===== src/ssrl_pkg.sv =====
`default_nettype none

package ssrl_pkg;

  // table geometry
  localparam int TABLE_DEPTH = 1024;
  localparam int ADDR_WIDTH  = 64;
  localparam int IDX_W       = $clog2(TABLE_DEPTH);
  localparam int CNT_W       = $clog2(TABLE_DEPTH + 1);

  // fixed port widths
  localparam int PORT_ADDR_W  = 64;
  localparam int PORT_INDEX_W = 10;
  localparam int COUNT_REG_W  = 11;
  localparam int CFG_DATA_W   = 64;
  localparam int CFG_INDEX_W  = 2;

  // action codes
  localparam logic ACT_WRITE  = 1'b0;
  localparam logic ACT_LOOKUP = 1'b1;

  // configuration register indexes
  typedef enum logic [CFG_INDEX_W-1:0] {
    CFG_SYMBOL_COUNT = 2'd0,
    CFG_SECTION_END  = 2'd1
  } cfg_reg_t;

  // controller states
  typedef enum logic [3:0] {
    ST_IDLE,
    ST_FIRST,
    ST_SRCH,
    ST_SRCH_CHK,
    ST_BACK,
    ST_BACK_CHK,
    ST_FWD,
    ST_FWD_CHK,
    ST_FIN
  } state_t;

  // table read address source
  typedef enum logic [1:0] {
    RD_ZERO,
    RD_MID,
    RD_LO_M1,
    RD_K
  } rd_sel_t;

  // controller to datapath
  typedef struct packed {
    logic    wr_en;
    logic    load;
    logic    rd_en;
    rd_sel_t rd_sel;
    logic    take_first;
    logic    srch_upd;
    logic    back_step;
    logic    fwd_init;
    logic    fwd_step;
    logic    set_end;
    logic    out_load;
  } cmd_t;

  // datapath to controller
  typedef struct packed {
    logic srch_more;
    logic back_more;
    logic alias_eq;
    logic fwd_more;
    logic fwd_hit;
    logic out_free;
  } status_t;

endpackage

`default_nettype wire


===== src/ssrl_ctrl.sv =====
`default_nettype none

module ssrl_ctrl
  import ssrl_pkg::*;
(
  input  wire logic    clk,
  input  wire logic    rst_n,
  input  wire logic    in_valid,
  input  wire logic    in_action,
  input  wire status_t status,
  output logic         in_stall,
  output cmd_t         cmd
);

  state_t state_r, state_nxt;

  // state register
  always_ff @(posedge clk) begin
    if (!rst_n) begin
      state_r <= ST_IDLE;
    end else begin
      state_r <= state_nxt;
    end
  end

  // next state
  always_comb begin
    state_nxt = state_r;
    unique case (state_r)
      ST_IDLE: begin
        if (in_valid && in_action == ACT_LOOKUP) state_nxt = ST_FIRST;
      end
      ST_FIRST: state_nxt = ST_SRCH;
      ST_SRCH: begin
        state_nxt = status.srch_more ? ST_SRCH_CHK : ST_BACK;
      end
      ST_SRCH_CHK: state_nxt = ST_SRCH;
      ST_BACK: begin
        state_nxt = status.back_more ? ST_BACK_CHK : ST_FWD;
      end
      ST_BACK_CHK: begin
        state_nxt = status.alias_eq ? ST_BACK : ST_FWD;
      end
      ST_FWD: begin
        state_nxt = status.fwd_more ? ST_FWD_CHK : ST_FIN;
      end
      ST_FWD_CHK: begin
        state_nxt = status.fwd_hit ? ST_FIN : ST_FWD;
      end
      ST_FIN: begin
        if (status.out_free) state_nxt = ST_IDLE;
      end
      default: state_nxt = ST_IDLE;
    endcase
  end

  // command outputs
  always_comb begin
    cmd      = '0;
    in_stall = 1'b1;
    unique case (state_r)
      ST_IDLE: begin
        in_stall = 1'b0;
        if (in_valid) begin
          if (in_action == ACT_LOOKUP) begin
            cmd.load   = 1'b1;
            cmd.rd_en  = 1'b1;
            cmd.rd_sel = RD_ZERO;
          end else begin
            cmd.wr_en = 1'b1;
          end
        end
      end
      ST_FIRST: cmd.take_first = 1'b1;
      ST_SRCH: begin
        if (status.srch_more) begin
          cmd.rd_en  = 1'b1;
          cmd.rd_sel = RD_MID;
        end
      end
      ST_SRCH_CHK: cmd.srch_upd = 1'b1;
      ST_BACK: begin
        if (status.back_more) begin
          cmd.rd_en  = 1'b1;
          cmd.rd_sel = RD_LO_M1;
        end else begin
          cmd.fwd_init = 1'b1;
        end
      end
      ST_BACK_CHK: begin
        if (status.alias_eq) cmd.back_step = 1'b1;
        else                 cmd.fwd_init  = 1'b1;
      end
      ST_FWD: begin
        if (status.fwd_more) begin
          cmd.rd_en  = 1'b1;
          cmd.rd_sel = RD_K;
        end
      end
      ST_FWD_CHK: begin
        if (status.fwd_hit) cmd.set_end  = 1'b1;
        else                cmd.fwd_step = 1'b1;
      end
      ST_FIN: begin
        if (status.out_free) cmd.out_load = 1'b1;
      end
      default: cmd = '0;
    endcase
  end

endmodule

`default_nettype wire


===== config.mk =====
export PLATFORM = sky130hd
export DESIGN_NAME = ssrl_ctrl
export DESIGN_NICKNAME = d
export VERILOG_FILES = /design/src/ssrl_pkg.sv /design/src/ssrl_ctrl.sv
export SDC_FILE = /design/constraint.sdc
export NUM_CORES = 1
export LEC_CHECK = 0
export BUFFER_PORTS_ARGS = -buffer_cell sky130_fd_sc_hd__buf_2
export CAP_MARGIN = 30
export CELL_PAD_IN_SITES_DETAIL_PLACEMENT = 0
export CELL_PAD_IN_SITES_GLOBAL_PLACEMENT = 2
export CORE_MARGIN = 8
export CORE_UTILIZATION = 21
export DETAILED_ROUTE_END_ITERATION = 10
export MAX_ROUTING_LAYER = met4
export PLACE_DENSITY = 0.84
export SLEW_MARGIN = 0
export SYNTH_ARGS = -nofsm -noshare
export SYNTH_HDL_FRONTEND = slang
export SYNTH_SLANG_ARGS = --single-unit

===== constraint.sdc =====
create_clock -name clk -period 1.7 [get_ports clk]
set_clock_uncertainty 0.15 [all_clocks]
set_input_delay 0.255 -clock clk [delete_from_list [all_inputs] [get_ports clk]]
set_output_delay 0.255 -clock clk [all_outputs]
set_load 0.05 [all_outputs]

==> results of run 1 <==
## area by class of cell
| class | count | area (sq um) | area share |
|---|---|---|---|
| clock buffer | 3 | 22.52 | 0.02748 |
| inverter | 4 | 21.27 | 0.02595 |
| multi-input combinational | 41 | 379.1 | 0.4626 |
| sequential | 4 | 90.09 | 0.1099 |
| tap | 27 | 33.78 | 0.04122 |
| timing repair buffer | 30 | 272.8 | 0.3328 |
## timing repair
| action | in CTS | in global routing |
|---|---|---|
| gates resized for setup | 40 | 7 |
| pin swaps | 3 | 2 |
| setup endpoints to repair | 12 | 11 |
| cloned | 0 | 0 |
| setup buffers | 1 | 0 |
| hold buffers | 0 | 0 |
## through the flow
stage | setup WS, ns | instance area, sq um
2_1_floorplan | -0.2451 | 459.2
3_3_place_gp | 0.009888 | 635.6
3_5_place_dp | -0.02008 | 635.6
4_1_cts | -0.09160 | 790.8
5_1_grt | -0.1598 | 819.5
6_report | -0.08258 | 819.5
## kinds of logic after synthesis
family | share of synthesized area
AOI/OAI and AO/OA | 0.1319
buffers and inverters | 0.1166
DFF | 0.1963
muxes | 0.07362
and+or+nand+nor | 0.4816
## worst paths after layout
check | start | end | slack, ns
worst max-delay path | state_r[3] | cmd[11] | -0.08
worst min-delay path | rst_n | state_r[1] | 0.12
worst max register to register | state_r[0] | state_r[1] | 0.13
worst min register to register | state_r[3] | state_r[2] | 0.39
## cell usage after synthesis, drive strengths merged, types with 2 or more instances
cell type	instances
buf	4
dfxtp	4
inv	4
nor2	4
mux2i	3
nand2	3
nand3	3
nor2b	3
a31oi	2
and2	2
nand2b	2
nor3	2
nor3b	2
or4b	2
## per-layer routing
| layer | track usage | routed length, um | part of all wire | vias up |
|---|---|---|---|---|
| met5 | - | 0 | 0 | - |
| met4 | 0.03061 | 21 | 0.015 | 0 |
| met3 | 0.04731 | 120 | 0.088 | 5 |
| met2 | 0.1477 | 646 | 0.47 | 15 |
| met1 | 0.09685 | 581 | 0.42 | 221 |
| li1 | - | - | - | 249 |
## power breakdown
part	total, mW	switching [mW]	internal, mW	leakage (nW)
sequential	0.108	0.00963	0.0979	0.0350
clock	0.122	0.0430	0.0792	0.0138
combinational	0.202	0.115	0.0878	0.289
==> flow_summary_export.csv, run 1 <==
group,metric,value,unit
synth,synthArstFlopShare,0,
timing,fmax,561.0,MHz
floorplanning,start_util,0.2145,
power_and_ir_drop,vdd_drop_max,0.3002,mV
floorplanning,io_pins,23,
clock_network,cts_root_buf,"clkbuf_4",
cells_and_area,flow.area_growth_from_synthesis,100.9,%
floorplanning,dieArea,0.003608,sq mm
synth,yosysUniqueCellTypes,28,
worst_setup_path,worst_path_largest_cell_delay,0.34,ns
place,routabilityCongestion,0.7367,
cells_and_area,drive_above_1_share,0.6951,
grt,grt.total_usage,0.09262,
clock_network,clk_pin_slew_worst_paths,0.04,ns
power_and_ir_drop,leakage,0.3381,nW
detailed_routing,wl,1368,um
synth,synth_seq_cells,4,
cells_and_area,largest_register_ffs,4,
cells_and_area,n_antenna_cell,0,
cells_and_area,reg_top3,"state_r (4)",
timing,finalWorstSetupSlack,-0.08258,ns
timing,grt_setup_unrepaired,"true",
detailed_routing,vias_per_cell,4.495,
detailed_routing,vias,490,
detailed_routing,drcViolationCount,0,
floorplanning,die_y,60.07,um
outcome,violations,"setup timing",
detailed_routing,drt-initial-drc-count,4,
worst_setup_path,cp.arrival,1.38,ns
worst_setup_path,path_delay_family,"simple AND/OR/NAND/NOR gates",
timing,report.final.slew_viol_count,0,
floorplanning,rows,16,
floorplanning,core,0.001902,sq mm
outcome,status,"finished with violations",
worst_setup_path,r2r_cells,4,
synth,netlist_area,407.9,sq um
worst_setup_path,crit_chain,"nor4_4 -> inv_2 -> nor3b_4 -> buf_6",
cells_and_area,final_cell_mix,"buf_2 (10), buf_4 (8), buf_6 (6)",
timing,timing.setup.tns,-0.3393,ns
grt,grt-ovfl-total,0,
cells_and_area,fin_cells,109,
synth,ys.flop_type,"dfxtp_1",
floorplanning,die_w,60.07,um
synth,seq_area_frac_synth,0.1963,
timing,setup_viol,7,
flow_run,drv_cap,0,
timing,min_period_over_period,1.049,
place,io_buffers,22,
cells_and_area,nNetsFinal,94,
synth,synth_fp_nets,63,
place,placedCellCount,105,
grt,grt_max_degree,10,
worst_setup_path,start_kind,"flop",
power_and_ir_drop,p_total,0.4321,mW
grt,grt_pass1_vias,548,
grt,antenna_found_initial,0,
synth,ys_warn_count,0,
cells_and_area,layout_commonest_cell,"buf_2",
timing,period_minus_slack,1.783,ns
timing,whs,0.1190,ns
clock_network,cts.htree.levels,1,
timing,slew_headroom,0.8102,
clock_network,cts.path.max_buffers,2,
worst_setup_path,required,1.29,ns
place,place_hpwl,1053,um
detailed_routing,first_pass_iters,4,
power_and_ir_drop,power_density,527.3,mW/mm^2
synth,synthCells,53,
worst_setup_path,end_kind,"output pin",
synth,synth_area_leaders,"dfxtp_1 (20%), mux2i_1 (7.4%), buf_6 (5.5%), or4b_1 (4.9%), nor2b_1 (4.6%)",
clock_network,cts.sinks,4,
clock_network,cts_tree,"built",
worst_setup_path,critical_path_class,"reg -> out",
worst_setup_path,path_depth,4,
cells_and_area,num-fill-cells,198,
synth,avgSynthCellArea,7.696,sq um
cells_and_area,max_flop_register,"state_r",
worst_setup_path,path_buf_inv,2,
grt,grt_first_pass_wirelength,2428,um
synth,synth_edf_count,0,
synth,yosysTopAreaCell,"dfxtp_1",
synth,yosysTopAreaCellShare,0.1963,
detailed_routing,routedWlPerCell,12.55,um
worst_setup_path,worstPathMaxFanout,4,
clock_network,clk_latency,0.24,ns
min_path,whs_path_depth,2,
timing,worst_slew_pin_slew,0.2825,ns
timing,hold_viol,0,
worst_setup_path,worst_path_max_delay_cell,"nor4_4",
cells_and_area,finish.utilization,0.4309,
min_path,hp-class,"in -> reg",
clock_network,cts_made_buffers,3,
detailed_routing,ant_nets,0,
(Power assumes the default switching activity.)
==> run 2, diff against run 1 <==
--- a/config.mk
+++ b/config.mk
@@ -5,15 +5,16 @@
 export SDC_FILE = /design/constraint.sdc
 export NUM_CORES = 1
 export LEC_CHECK = 0
+export ABC_AREA = 1
 export BUFFER_PORTS_ARGS = -buffer_cell sky130_fd_sc_hd__buf_2
 export CAP_MARGIN = 30
 export CELL_PAD_IN_SITES_DETAIL_PLACEMENT = 0
 export CELL_PAD_IN_SITES_GLOBAL_PLACEMENT = 2
 export CORE_MARGIN = 8
-export CORE_UTILIZATION = 21
+export CORE_UTILIZATION = 18
 export DETAILED_ROUTE_END_ITERATION = 10
 export MAX_ROUTING_LAYER = met4
-export PLACE_DENSITY = 0.84
+export PLACE_DENSITY = 0.83
 export SLEW_MARGIN = 0
 export SYNTH_ARGS = -nofsm -noshare
 export SYNTH_HDL_FRONTEND = slang
==> flow_summary_export.csv, run 2 <==
group,metric,value,unit
outcome,status,"finished with violations",
outcome,violations,"setup timing",
min_path,hp-class,"in -> reg",
clock_network,hold_buffers,0,
worst_setup_path,cp.arrival,1.34,ns
worst_setup_path,end_kind,"output pin",
synth,yosysTopAreaCellShare,0.2112,
synth,ys.flop_type,"dfxtp_1",
synth,synth_common_cells,"inv_1 (17), nand2_1 (12), nand3_1 (6), nor2_1 (6), dfxtp_1 (4)",
worst_setup_path,r2r_cells,7,
synth,synth_seq_cells,4,
power_and_ir_drop,vdd_drop_max,0.2969,mV
synth,yosys.area_share.xor_xnor,0,
detailed_routing,drt-initial-drc-count,4,
detailed_routing,vias_per_cell,4.105,
timing,setup_viol,2,
worst_setup_path,critical_path_class,"reg -> out",
power_and_ir_drop,clkPwrFrac,0.245,
timing,report.final.slew_viol_count,0,
clock_network,cts_root_buf,"clkbuf_4",
cells_and_area,reg_top3,"state_r (4)",
detailed_routing,ant_nets,0,
synth,synthArstFlopShare,0,
floorplanning,io_pins,23,
synth,synthCells,64,
clock_network,clk_pin_slew_worst_paths,0.03,ns
cells_and_area,largest_register_ffs,4,
worst_setup_path,worstPathMaxFanout,3,
synth,synthAdderAreaFrac,0,
worst_setup_path,start_kind,"flop",
floorplanning,core,0.001982,sq mm
place,io_buffers,22,
timing,hold_viol,0,
grt,grt-ovfl-total,0,
cells_and_area,max_flop_register,"state_r",
worst_setup_path,reg2reg_from,"state_r[3]",
floorplanning,rows,16,
grt,grt_first_pass_wirelength,2014,um
timing,worst_slew_pin_slew,0.2530,ns
power_and_ir_drop,p_sw,0.1970,mW
worst_setup_path,crit_start,"state_r[3]",
cells_and_area,layout_commonest_cell,"inv_1",
cells_and_area,drive_above_1_share,0.6392,
grt,grt.total_usage,0.07253,
power_and_ir_drop,intPower,0.2652,mW
cells_and_area,num-fill-cells,218,
worst_setup_path,required,1.29,ns
synth,ys_warn_count,0,
power_and_ir_drop,p_sw_frac,0.4262,
timing,whs,0.07426,ns
timing,finalWorstSetupSlack,-0.04998,ns
detailed_routing,wl,1366,um
timing,min_period_over_period,1.029,
synth,netlist_area,379.1,sq um
detailed_routing,routedWlPerCell,11.02,um
clock_network,clk_latency,0.23,ns
cells_and_area,flow.area_growth_from_synthesis,109.2,%
synth,yosysUniqueCellTypes,18,
worst_setup_path,cp-endpoint,"cmd[7]",
clock_network,cts.path.max_buffers,2,
place,routabilityCongestion,0.7988,
timing,fmax,571.4,MHz
clock_network,cts_tree,"built",
grt,antenna_found_initial,0,
power_and_ir_drop,combPwrFrac,0.518,
floorplanning,start_util,0.1913,
worst_setup_path,reg2reg_to,"state_r[1]",
synth,synth_compound_area_frac,0.07261,
cells_and_area,fin_cells,124,
synth,synth_top_family_by_area,"simple AND/OR/NAND/NOR gates",
grt,grt_pass1_vias,527,
synth,synthMuxAreaShare,0,
synth,synth_edf_count,0,
worst_setup_path,r2r_slack,0.40,ns
detailed_routing,vias,509,
place,place_hpwl,1089,um
timing,slew_headroom,0.8325,
synth,synth_most_common_cell,"inv_1",
detailed_routing,first_pass_iters,4,
grt,grt_max_degree,7,
power_and_ir_drop,leakage,0.4137,nW
synth,yosys.area_share.simple,0.5281,
synth,seq_area_frac_synth,0.2112,
cells_and_area,final_cell_mix,"inv_1 (14), buf_2 (11), nand2_1 (9)",
flow_run,drv_cap,0,
cells_and_area,nNetsFinal,109,
timing,period_minus_slack,1.750,ns
clock_network,cts_made_buffers,3,
detailed_routing,drcViolationCount,0,
power_and_ir_drop,power_density,582.7,mW/mm^2
power_and_ir_drop,power_frac_seq,0.238,
synth,synth_fp_nets,74,
synth,synth_area_leaders,"dfxtp_1 (21%), inv_1 (17%), nand2_1 (12%), nor2_4 (8.9%), nand3_1 (7.9%)",
place,placedCellCount,118,
synth,avgSynthCellArea,5.924,sq um
cells_and_area,n_antenna_cell,0,
floorplanning,die_w,61.90,um
floorplanning,dieArea,0.003831,sq mm
clock_network,cts.sinks,4,
timing,grt_setup_unrepaired,"true",
synth,yosysTopAreaCell,"dfxtp_1",
clock_network,cts.htree.levels,1,
floorplanning,die_y,61.90,um
==> run 2: cell types whose count changed after synthesis, moves of 3 or more <==
cell / change
nor2b_1: -3
nor2_2: +3
mux2i_1: -3
nand3_1: +3
nor2_4: +3
inv_1: +13
nand2_1: +9
==> run 2: cell type report <==
type / instances / area [sq um] / share of cell area
clock buffer: 3 / 22.52 / 0.02839
inverter: 19 / 71.32 / 0.08991
multi-input combinational: 41 / 316.6 / 0.3991
sequential: 4 / 90.09 / 0.1136
tap: 27 / 33.78 / 0.04259
timing repair buffer: 30 / 259.0 / 0.3265
==> run 2: how the worst min path moves through the flow <==
stage | from | to | slack [ns] | cells past startpoint
after CTS | rst_n | state_r[3] | 0.06 | 3
after floorplan | rst_n | state_r[3] | 0.20 | 2
after global routing | rst_n | state_r[3] | 0.09 | 3
after detailed placement | rst_n | state_r[3] | 0.31 | 3
after global placement | rst_n | state_r[3] | 0.31 | 3
final | rst_n | state_r[3] | 0.07 | 3
==> run 2: repair_timing <==
action                     4_1_cts  5_1_grt
pin swaps                        3        8
setup endpoints to repair       12       12
buffers inserted                 1        2
gates cloned                     0        0
resized for setup               21       24
==> run 2: worst max-delay path, stage by stage, from the launching register on <==
cell and delay (ns):
dfxtp_4 0.35, buf_6 0.12, nor2_4 0.14, nand3_2 0.12, nand2_2 0.12, buf_2 0.27
==> run 2: cell families after synthesis <==
logic type / Yosys count
buffers and inverters: 19
and+or+nand+nor: 37
AOI/OAI and AO/OA: 4
DFF: 4
==> run 2: power by group through the flow <==
stage                     Sequential (mW)  Combinational, mW  Clock (mW)
final                               0.110              0.239       0.113
after floorplan                     0.111              0.133           0
after global placement              0.110              0.186           0
after global routing                0.110              0.254       0.128
after detailed placement            0.111              0.185           0
after CTS                           0.110              0.213       0.122
==> run 2: per-stage QoR <==
stage	utilization	instance area (sq um)	TNS, ns	setup WS (ns)	power (mW)
4_1_cts	0.3434	680.7	-0.1753	-0.05781	0.4451
3_5_place_dp	0.2986	591.8	0	0.02387	0.2959
3_3_place_gp	0.2986	591.8	0	0.01269	0.2960
5_1_grt	0.4003	793.3	-0.5296	-0.1231	0.4926
6_report	0.4003	793.3	-0.09287	-0.04998	0.4622
2_1_floorplan	-	410.4	-0.1988	-0.1988	0.2439
==> run 2: metal layers <==
| layer | vias up | GRT usage | part of all wire | routed length (um) |
|---|---|---|---|---|
| met1 | 229 | 0.07101 | 0.37 | 502 |
| met4 | 0 | 0.04545 | 0.0044 | 6 |
| met2 | 13 | 0.1241 | 0.57 | 782 |
| met3 | 2 | 0.02058 | 0.055 | 75 |
| met5 | - | - | 0 | 0 |
| li1 | 265 | - | - | - |
